[config.mk]
export PLATFORM = sky130hd
export DESIGN_NAME = frs_div
export DESIGN_NICKNAME = d
export VERILOG_FILES = /design/src/rtl/fraction_reducer_spf_defines.svh /design/src/rtl/frs_pkg.sv /design/src/rtl/frs_div.sv
export SDC_FILE = /design/constraint.sdc
export NUM_CORES = 1
export LEC_CHECK = 0
export ABC_AREA = 0
export BUFFER_PORTS_ARGS = -buffer_cell sky130_fd_sc_hd__buf_2
export CAP_MARGIN = 20
export CORE_UTILIZATION = 35
export CTS_CLUSTER_SIZE = 40
export DETAILED_ROUTE_END_ITERATION = 6
export SLEW_MARGIN = 20
export SYNTH_ARGS = -nofsm -noshare
export SYNTH_HDL_FRONTEND = slang
export SYNTH_SLANG_ARGS = --single-unit
[constraint.sdc]
create_clock -name clk_i -period 2.4 [get_ports clk_i]
set_clock_uncertainty 0.05 [all_clocks]
set_input_delay 0.48 -clock clk_i [delete_from_list [all_inputs] [get_ports clk_i]]
set_output_delay 0.48 -clock clk_i [all_outputs]
set_load 0.05 [all_outputs]
[src/rtl/fraction_reducer_spf_defines.svh]
// ----------------------------------------------------------------------------
// Fraction reducer assertion macros
// Clocked implication checks shared by the fraction reducer RTL.
// ----------------------------------------------------------------------------
`ifndef FRACTION_REDUCER_SPF_DEFINES_SVH
`define FRACTION_REDUCER_SPF_DEFINES_SVH

// same-cycle implication, disabled during reset
`define FRS_ASSERT_IMP(lbl, ante, cons, msg) \
  lbl: assert property (@(posedge clk_i) disable iff (!rst_ni) (ante) |-> (cons)) \
    else $error(msg);

// next-cycle implication, disabled during reset
`define FRS_ASSERT_NXT(lbl, ante, cons, msg) \
  lbl: assert property (@(posedge clk_i) disable iff (!rst_ni) (ante) |=> (cons)) \
    else $error(msg);

`endif

[src/rtl/frs_pkg.sv]
// ----------------------------------------------------------------------------
// Fraction reducer package
// Shared widths, command codes and the divider request type.
// ----------------------------------------------------------------------------
`default_nettype none

package frs_pkg;

  localparam int unsigned TABLE_SIZE = 65536;
  localparam int unsigned TABLE_AW   = $clog2(TABLE_SIZE);
  localparam int unsigned VAL_W      = 16;
  localparam int unsigned BAL_W      = 16;
  localparam int unsigned SIEVE_PMAX = 255;
  localparam int unsigned EXP_W      = 5;

  typedef enum logic [1:0] {
    CMD_ACC = 2'd0,
    CMD_RED = 2'd1,
    CMD_CLR = 2'd2,
    CMD_NOP = 2'd3
  } command_e;

  typedef struct packed {
    logic             start;
    logic [VAL_W-1:0] dividend;
    logic [VAL_W-1:0] divisor;
  } div_req_t;

endpackage

`default_nettype wire

[src/rtl/frs_div.sv]
// ----------------------------------------------------------------------------
// Iterative divider
// Restoring radix-2 divider, one quotient bit per cycle.
// ----------------------------------------------------------------------------
`default_nettype none

module frs_div (
  input  wire logic                    clk_i,
  input  wire logic                    rst_ni,
  input  wire frs_pkg::div_req_t       req_i,
  output      logic                    done_o,
  output      logic [frs_pkg::VAL_W-1:0] quot_o
);

  localparam int unsigned W  = frs_pkg::VAL_W;
  localparam int unsigned CW = $clog2(W);

  logic          busy_q;
  logic          done_q;
  logic [CW-1:0] cnt_q;
  logic [W:0]    rem_q;
  logic [W-1:0]  quo_q;
  logic [W-1:0]  dsr_q;
  logic [W:0]    rem_sh;
  logic          fits;

  assign rem_sh = {rem_q[W-1:0], quo_q[W-1]};
  assign fits   = rem_sh >= {1'b0, dsr_q};

  always_ff @(posedge clk_i or negedge rst_ni) begin
    if (!rst_ni) begin
      busy_q <= 1'b0;
      done_q <= 1'b0;
      cnt_q  <= '0;
    end else begin
      done_q <= 1'b0;
      if (req_i.start) begin
        busy_q <= 1'b1;
        cnt_q  <= '1;
      end else if (busy_q) begin
        cnt_q <= cnt_q - 1'b1;
        if (cnt_q == '0) begin
          busy_q <= 1'b0;
          done_q <= 1'b1;
        end
      end
    end
  end

  always_ff @(posedge clk_i) begin
    if (req_i.start) begin
      rem_q <= '0;
      quo_q <= req_i.dividend;
      dsr_q <= req_i.divisor;
    end else if (busy_q) begin
      rem_q <= fits ? (rem_sh - {1'b0, dsr_q}) : rem_sh;
      quo_q <= {quo_q[W-2:0], fits};
    end
  end

  assign done_o = done_q;
  assign quot_o = quo_q;

endmodule

`default_nettype wire

==> results.md, run 1 <==
* Most frequent cells after synthesis: edfxtp_1 (32), nand2_1 (23), inv_1 (22)
* Area after detailed placement at 3450 um2
* Netlist cell types at 45
* Max Cap Viol at 0
* Clk buf depth at 2
* Worst Path Arrival at 2460 ps
* Layout Nets at 399
* Post-detail-place hpwl at 4.65 mm
* First-pass GRT wire length at 10.2 mm
* Top cells by area, synth: edfxtp_1 (32%), dfxtp_1 (11%), ha_1 (7.1%)
* Final WL at 6.11 mm
* Part of the cycle the worst path needs at 94.4%
* Seq cells post-synth at 54
* Via/cell ratio at 4.93
* Syn Nets at 331
* TritonCTS Buffers at 5
* GRT Util Overall at 14.6%
* Clock H-tree levels at 2
* Final setup viols at 0
* Worst-margin pin slew at 623 ps
* Initial Utilization at 36.3%
* Layout cells sized above 1 at 33.7%
* Setup WS pre-CTS at 63.3 ps
* Crit-path max FO at 5
* Adder-cell share of the synthesized area at 7.75%
* Synth Area in XOR/XNOR at 4.38%
* CTS tree: yes
* Synth-to-layout area growth at 23.3%
* CTS Sinks at 54
* Final WS setup at 134 ps
* Clk pin slew, worst setup/hold paths at 120 ps
* Die Area at 8950 um2
* Cell Rows at 33
* Number of global-route vias before repair at 2,253
* DP Cell Count at 437
* Die height at 94.6 um
* Worst hold path type: input port to register
* Post-DRT Antenna Nets at 0
* Leakage at 1.58 nW
* Clock Tree Root: clkbuf_8
* Area share of and/or/nand/nor cells after synthesis at 11.2%
* Fin util at 44.8%
* Slew headroom at 58.4%
* Status: completed
* RePlAce Congestion at 0.836
* Synth warn at 0
* DR iter-0 viols at 54
* Crit Path Class: register to register
* Mux share of post-synthesis cell area at 10.8%
* Core Area at 8260 um2
* Buffers added on ports at 51
* Dominant cell by count in the synthesized netlist: edfxtp_1
* Clk_lat worst skew at 320 ps
* Final Hold Fails at 0
* Initial antenna violation count at 0
* Post-synthesis cell area at 3000 um2
* Min-delay src: req_i[4]
* Detailed-route via count at 2,229
* Final Non-Filler Cells at 452
* Worst Setup End Kind: register
* Mapped Cells at 278
* Congestion Overflow GR at 0
* Seq/Total Area, Yosys at 47.7%
* R2r setup slk at 130 ps
* Worst Path Required at 2590 ps
* Design area at 3700 um2
* Maximum vdd drop at 0.731 mV
* Wirelength per Cell at 13.5 um
* Compound-Gate Fraction of Synth Area at 13.8%
* Pwr Density at 1010 nW/um2
* Pre-antenna DRT Iters at 4
* Largest net degree at the start of global routing at 23
* Number of flops mapped to enable cells by yosys at 32
* Crit start category: register
* N_diodes at 0
* Io pins at 52
* Ys async rst share at 11.1%
* Worst r2r src: dsr_q[2]
* DRC viols at 0
* Pins over their slew limit at 0
* Max frequency at 441 MHz
* Primary FF master, synth: edfxtp_1
* Leading area contributor after synthesis: edfxtp_1
* Mean Syn Cell Area at 10.8 um2
* Critical path origin: dsr_q[2]
* Die Width at 94.6 um
* Top cell type's share of synthesized area at 32.0%
* Minimum clock period at 2270 ps
* Largest family of logic cells by synthesized area: compound AO/OA/AOI/OAI gates
-- power by group --
group / total [mW] / leakage [nW] / switching [mW] / internal, mW
Combinational: 1.88 / 1.01 / 1.00 / 0.875
Clock: 0.554 / 0.0467 / 0.337 / 0.217
Sequential: 1.32 / 0.519 / 0.141 / 1.17
Total: 3.75 / 1.58 / 1.48 / 2.27
-- sequential cells by signal, indices dropped and copies added (netlist names) --
signal and flops:
rem_q 16, quot_o 16, busy_q 1, done_o 1, dsr_q 16, cnt_q 4
-- through the flow --
step           total power [mW]  hold WS, ps  setup TNS (ps)
5_1_grt                    4.02          255           -20.3
4_1_cts                    3.62          269               0
6_report                   3.75          278               0
3_3_place_gp               3.04          261               0
3_5_place_dp               3.06          260               0
2_1_floorplan              2.68          134           -6.58
-- cell usage in the layout (no fill, tap or decap), types with 13 or more instances in the layout --
cell | synthesis | final
buf_2 | 1 | 51
edfxtp_1 | 32 | 32
nand2_1 | 23 | 23
inv_1 | 22 | 22
nor2_1 | 19 | 19
buf_4 | 0 | 18
mux2_2 | 16 | 16
dfxtp_1 | 16 | 16
mux2i_1 | 13 | 13
-- area by class of cell --
cell class,instances,area [um2]
Sequential cell,54,1430
Timing Repair Buffer,70,400
Multi-Input combinational cell,193,1560
Clock inverter,3,27.5
Inverter,22,82.6
Fill cell,805,4560
Tap cell,105,131
Clock buffer,5,68.8
-- worst paths after layout --
| check | end | depth (start not counted) |
|---|---|---|
| setup / recovery | rem_q[0] | 10 |
| hold / removal | dsr_q[4] | 1 |
| setup reg to reg | rem_q[0] | 10 |
| hold reg to reg | rem_q[4] | 2 |
| max in group asynchronous | cnt_q[2] | 2 |
| min in group asynchronous | cnt_q[3] | 2 |
-- repair_timing --
item | 4_1_cts | 5_1_grt
resized for setup | 0 | 18
hold endpoints to repair | 6 | 0
hold buffers | 1 | 0
setup endpoints to repair | 0 | 16
setup buffers | 0 | 6
-- kinds of logic (layout without fill, tap and decap cells) --
| family | Yosys count | in the layout |
|---|---|---|
| AOI/OAI and AO/OA | 60 | 60 |
| xor gates and xnor gates | 15 | 15 |
| adders and majority gates | 18 | 18 |
| buffers and inverters | 31 | 100 |
| DFF | 54 | 54 |
| muxes | 30 | 30 |
| and+or+nand+nor | 70 | 70 |
-- layer usage --
metal  routed length, um  global-route usage (%)
met5                   0                       0
met4                  83                    3.66
met3                 324                    3.70
met2                2930                    24.9
met1                2770                    18.2
-- critical path, cell delays in order (launching register included) --
cell and delay, ps:
edfxtp_1 380, inv_1 110, ha_4 220, o211ai_2 210
a21oi_4 60, o211ai_2 210, o211ai_2 100, a21o_1 220
buf_4 170, mux2_4 300, a211oi_2 170
No activity file was read; power rests on OpenSTA's default activity.
==> run 2, diff against run 1 <==
- GPL_TIMING_DRIVEN: unset -> 0
==> run 2 against run 1 <==
Against the previous run:
- utilization rose by 0.61 points
- cell count down 0.88%
- clock power rose by 12%
- fmax fell by 3.8%
- critical path depth is the same
- critical endpoint is now quot_o[0]
==> results.md, run 2 (synthesis gave the netlist of run 1 again) <==
* Area after detailed placement at 3410 um2 (-1.2%)
* Clk pin slew, worst setup/hold paths at 110 ps (about the same)
* Design area at 3750 um2 (+1.4%)
* Initial antenna violation count at 0 (unchanged)
* Worst hold path type: input port to register
* Fin util at 45.4% (+0.61 points)
* GRT Util Overall at 14.5% (-0.044 points)
* DRC viols at 0 (unchanged)
* Fillers at 817 (+1.5%)
* Critical Path, Cell by Cell: inv_2 > ha_4 > o211ai_4 > a21oi_4 > o211ai_2 > o211ai_2 > a21o_1 > buf_12 > buf_12 > mux2_2
* Synth-to-layout area growth at 25.0%
* Maximum vdd drop at 0.403 mV (-45%)
* Worst Path Arrival at 2370 ps (-90 ps)
* Sequential cell area at 1430 um2 (about the same)
* Final Hold Fails at 0 (unchanged)
* Worst-margin pin slew at 715 ps (+91.5 ps)
* Post-detail-place hpwl at 4.41 mm (-5.2%)
* Crit Path Class: register to register
* Post-DRT Antenna Nets at 0 (unchanged)
* N_diodes at 0 (unchanged)
* Slowest-stage cell, CP: edfxtp_1
* Slew headroom at 52.2% (-6.2 points)
* RePlAce Congestion at 0.787 (-5.9%)
* Layout cells sized above 1 at 32.7% (-1.1 points)
* Via/cell ratio at 4.98 (+0.94%)
* Net switching power at 1.54 mW (+3.8%)
* Buffers added on ports at 51 (unchanged)
* Clock Tree Root: clkbuf_8
* Final WL at 6.27 mm (+2.6%)
* Layout Nets at 395 (-1.0%)
* Core Area at 8260 um2 (unchanged)
* Pins over their slew limit at 0 (unchanged)
* Clock network fraction of design power at 15.5% (+0.7 points)
* Pwr Density at 1070 nW/um2 (+6.1%)
* Clk buf depth at 2 (unchanged)
* Wirelength per Cell at 14.0 um (+3.5%)
* Die Area at 8950 um2 (unchanged)
* Clk_lat worst skew at 310 ps (about the same)
* Comb power frac at 51.5% (+1.4 points)
* Status: completed
* Unrepaired setup endpoints after global routing: true
* Pre-antenna DRT Iters at 4 (unchanged)
* CTS Sinks at 54 (unchanged)
* Most frequent cells in the layout: buf_2 (51), edfxtp_1 (32), nand2_1 (23)
* Sw frac at 38.1% (-1.4 points)
* Part of the cycle the worst path needs at 98.2% (+3.8 points)
* CP peak stage delay at 390 ps (about the same)
* TritonCTS Buffers at 5 (unchanged)
* Minimum clock period at 2360 ps (+90.7 ps)
* Max frequency at 424 MHz (-3.8%)
* First-pass GRT wire length at 10.1 mm (-0.95%)
* Congestion Overflow GR at 0 (unchanged)
* Commonest non-fill, non-tap cell in the layout: buf_2
* Worst Path Required at 2420 ps (-170 ps)
* Max Cap Viol at 0 (unchanged)
* Clock H-tree levels at 2 (unchanged)
* Detailed-route via count at 2,230 (+0.045%)
* Final WS setup at 42.9 ps (-90.7 ps)
* Initial Utilization at 36.3% (unchanged)
* Largest net degree at the start of global routing at 21 (-8.7%)
* Die height at 94.6 um (unchanged)
* Area occupied by multi-input gates at 1600 um2 (+2.7%)
* Crit start category: register
* Leakage at 1.56 nW (-0.98%)
* CTS tree: yes
* Worst Setup End Kind: register
* DR iter-0 viols at 105 (+94%)
* Cell Rows at 33 (unchanged)
* Total chip power at 4.03 mW (+7.6%)
* Crit-path max FO at 10 (+5)
* Setup WS pre-CTS at -29.5 ps (-92.8 ps)
* Sequential power share at 33.0% (-2.1 points)
* Number of global-route vias before repair at 2,132 (-5.4%)
* Final setup viols at 0 (unchanged)
* Die Width at 94.6 um (unchanged)
* Setup TNS at 0 ps (unchanged)
* Io pins at 52 (unchanged)
* Internal at 2.49 mW (+10%)
==> run 2: cell count changes in the layout (fill, tap and decap cells not counted), sizes merged <==
cell / delta
inv: -2
clkbuf: +3
buf: -6
bufinv: +1
==> run 2: final cells by class <==
type                       count  share of cell area, %
clock inverter                 2                   1.00
buffer                         8                   1.87
multi-input combinational    193                   42.7
tap                          105                   3.50
clock buffer                   6                   1.93
sequential                    54                   38.2
inverter                      22                   2.20
timing repair buffer          58                   8.61
==> run 2: worst paths after layout <==
path	cells past startpoint	end	from	slack [ps]
worst max register to register	10	quot_o[0]	dsr_q[2]	40
worst min-delay path	1	dsr_q[10]	req_i[10]	290
max in group asynchronous	2	cnt_q[2]	rst_ni	1680
worst max-delay path	10	quot_o[0]	dsr_q[2]	40
min in group asynchronous	2	cnt_q[1]	rst_ni	470
worst min register to register	2	rem_q[13]	rem_q[13]	420
==> run 2: power groups by stage <==
| stage | sequential (mW) | clock (mW) | combinational (mW) |
|---|---|---|---|
| 6_report | 1.33 | 0.623 | 2.08 |
| 5_1_grt | 1.36 | 0.670 | 2.26 |
| 4_1_cts | 1.30 | 0.634 | 1.74 |
| 3_5_place_dp | 1.32 | 0 | 1.71 |
| 3_3_place_gp | 1.32 | 0 | 1.69 |
| 2_1_floorplan | 1.43 | 0 | 1.25 |
==> run 2: through the flow <==
stage	std cells	hold slack, ps
6_report	448	288
3_3_place_gp	434	261
3_5_place_dp	434	263
2_1_floorplan	278	134
4_1_cts	442	287
5_1_grt	448	276
==> run 2: what timing repair did <==
| item | in CTS | in global routing |
|---|---|---|
| hold buffers | 1 | 0 |
| pin swaps | 1 | 8 |
| hold endpoints to repair | 6 | 0 |
| setup buffers | 0 | 6 |
| endpoints found under the setup margin | 7 | 12 |
| gates resized for setup | 5 | 27 |
==> run 2: critical path, delay by kind of cell (launching register included) <==
family	cells	cell delay (ps)
AO/OA/AOI/OAI	5	840
flip-flops	1	390
buffers and inverters	3	380
multiplexers	1	250
adder cells (fa/ha/maj)	1	220
==> run 2: per-layer routing <==
| layer | GRT usage [%] | vias up | share of wire (%) |
|---|---|---|---|
| li1 | - | 1121 | - |
| met4 | 3.91 | 0 | 0.94 |
| met1 | 19.8 | 1049 | 48 |
| met3 | 2.98 | 6 | 3.8 |
| met2 | 23.3 | 54 | 47 |
| met5 | 0 | - | 0 |
==> run 3, diff against run 2 <==
- CORE_MARGIN: unset -> 1
- HOLD_SLACK_MARGIN: unset -> 0.12
- clock period: 2.4 -> 2.6 ns (I/O delays scaled with it)
==> run 3 against run 2 <==
Against the previous run:
- die area did not move
- clock power down 20%
- critical endpoint is now rem_q[0]
- sequential power shrank 9.8%
==> results.md, run 3 (synthesis gave the netlist of run 1 again) <==
* Crit-path max FO at 10 (unchanged)
* Setup TNS at 0 ps (unchanged)
* Clk_lat worst skew at 310 ps (about the same)
* Critical path origin: dsr_q[4]
* Clock H-tree levels at 2 (unchanged)
* CP peak stage delay at 390 ps (about the same)
* Clock Tree Root: clkbuf_8
* Synth-to-layout area growth at 16.8%
* Commonest non-fill, non-tap cell in the layout: buf_2
* Worst Setup End Kind: register
* Pre-antenna DRT Iters at 4 (unchanged)
* Final Hold Fails at 0 (unchanged)
* Max frequency at 408 MHz (-3.8%)
* GRT Util Overall at 14.6% (+0.054 points)
* Number of global-route vias before repair at 2,077 (-2.6%)
* N_diodes at 0 (unchanged)
* Post-detail-place hpwl at 4.51 mm (+2.2%)
* R2r setup slk at 150 ps (+110 ps)
* Cell Rows at 33 (unchanged)
* RePlAce Congestion at 0.798 (+1.4%)
* Minimum clock period at 2450 ps (+92.4 ps)
* Worst hold path type: input port to register
* Die height at 94.6 um (unchanged)
* Comb power frac at 48.2% (-3.3 points)
* Maximum vdd drop at 0.408 mV (+1.4%)
* Part of the cycle the worst path needs at 94.2% (-4.0 points)
* CP endpoint: rem_q[0]
* Largest net degree at the start of global routing at 21 (unchanged)
* Net switching power at 1.33 mW (-13%)
* Layout cells sized above 1 at 26.6% (-6.0 points)
* DRC viols at 0 (unchanged)
* Core Area at 8260 um2 (unchanged)
* CTS Sinks at 54 (unchanged)
* Clk pin slew, worst setup/hold paths at 110 ps (about the same)
* DR iter-0 viols at 61 (-42%)
* Worst Path Arrival at 2630 ps (+260 ps)
* Most frequent CP cell: o211ai_2
* Die Area at 8950 um2 (unchanged)
* Worst hold slack at 324 ps (+36.0 ps)
* Status: completed
* R2R depth at 10 (unchanged)
* Worst r2r src: dsr_q[4]
* Congestion Overflow GR at 0 (unchanged)
* Worst Path Required at 2790 ps (+370 ps)
* Wirelength per Cell at 13.6 um (-2.6%)
* Leakage at 1.51 nW (-3.2%)
* Die Width at 94.6 um (unchanged)
* Most frequent cells in the layout: buf_2 (52), edfxtp_1 (32), nand2_1 (23)
* Sw frac at 40.5% (+2.4 points)
* Sequential power share at 36.5% (+3.5 points)
* TritonCTS Buffers at 5 (unchanged)
* Internal at 1.95 mW (-22%)
* Slowest-stage cell, CP: ha_1
* Slew headroom at 53.4% (+1.2 points)
* Initial antenna violation count at 0 (unchanged)
* CTS tree: yes
* Clock network fraction of design power at 15.3% (-0.2 points)
* Clk buf depth at 2 (unchanged)
* Final WL at 6.04 mm (-3.7%)
* First-pass GRT wire length at 10.1 mm (-0.41%)
* RR Endpoint: rem_q[0]
* Buffers added on ports at 51 (unchanged)
* Layout Nets at 390 (-1.3%)
* Crit Path Class: register to register
* Initial Utilization at 36.3% (unchanged)
* Post-DRT Antenna Nets at 0 (unchanged)
* Crit start category: register
* Max Cap Viol at 0 (unchanged)
* Critical Path, Cell by Cell: inv_1 > ha_1 > o211ai_2 > a21oi_2 > o211ai_2 > o211ai_2 > a21o_1 > buf_6 > mux2_4 > a211oi_2
* Final setup viols at 0 (unchanged)
* Detailed-route via count at 2,214 (-0.72%)
* Unrepaired setup endpoints after global routing: false
* Worst-margin pin slew at 696 ps (-18.6 ps)
* Io pins at 52 (unchanged)
* Via/cell ratio at 5.00 (+0.40%)
* Pwr Density at 936 nW/um2 (-13%)
* Pins over their slew limit at 0 (unchanged)
* Min-delay src: req_i[4]
run 3: cell types whose count changed in the layout (fill, tap and decap cells not counted), moves of 2 or more:
| cell | before | now |
|---|---|---|
| mux2i_2 | 2 | 0 |
| ha_1 | 9 | 17 |
| buf_4 | 5 | 0 |
| mux2i_1 | 11 | 13 |
| ha_4 | 7 | 0 |
| buf_12 | 3 | 0 |
run 3: per-layer routing:
metal  track usage (%)  wire, um  vias up
li1                  -         -     1117
met1              19.8      2940     1039
met2              23.4      2810       54
met3              2.98       234        4
met4              4.17        55        0
met5                 0         0        -
run 3: area by class of cell:
type / instances / area (um2)
well taps: 105 / 131
repair buffers: 52 / 265
flip-flops and latches: 54 / 1430
clock buffers: 5 / 68.8
inverters: 22 / 82.6
plain buffers: 9 / 50.0
multi-input cells: 193 / 1450
clock inverters: 3 / 25.0
fillers: 833 / 4750
run 3: stage by stage:
| step | instance area (um2) | setup slack [ps] | total power [mW] | utilization, % | std cells |
|---|---|---|---|---|---|
| after floorplan | 3000 | 112 | 2.46 | - | 278 |
| after global placement | 3390 | 117 | 2.76 | 41.0 | 434 |
| after detailed placement | 3390 | 126 | 2.78 | 41.0 | 434 |
| after CTS | 3490 | 94.4 | 3.29 | 42.3 | 443 |
| after global routing | 3510 | 1.00 | 3.51 | 42.5 | 443 |
| final | 3510 | 150 | 3.28 | 42.5 | 443 |
run 3: power groups by stage:
stage          Sequential, mW  Clock, mW  Combinational, mW
2_1_floorplan            1.32          0               1.14
5_1_grt                  1.22      0.546               1.74
3_5_place_dp             1.21          0               1.57
4_1_cts                  1.20      0.517               1.58
3_3_place_gp             1.21          0               1.55
6_report                 1.20      0.501               1.58
run 3: worst min path at each step:
stage | to | slack, ps | cells past startpoint
global placement | cnt_q[0] | 300 | 1
CTS | dsr_q[10] | 310 | 1
floorplan | busy_q | 170 | 0
global route | dsr_q[4] | 310 | 1
detailed placement | done_o | 310 | 1
finish | dsr_q[4] | 320 | 1
run 3: worst max-delay path, delay by kind of cell (launching register included):
kind / cells / cell delay [ps]
AOI/OAI and AO/OA: 6 / 1040
adders and majority gates: 1 / 390
buffers and inverters: 2 / 230
DFF: 1 / 350
muxes: 1 / 320
run 3: timing repair:
action / 4_1_cts / 5_1_grt
hold endpoints to repair: 6 / 0
hold buffers: 1 / 0
gates resized for setup: 0 / 3
setup endpoints to repair: 0 / 9
setup buffers: 0 / 0
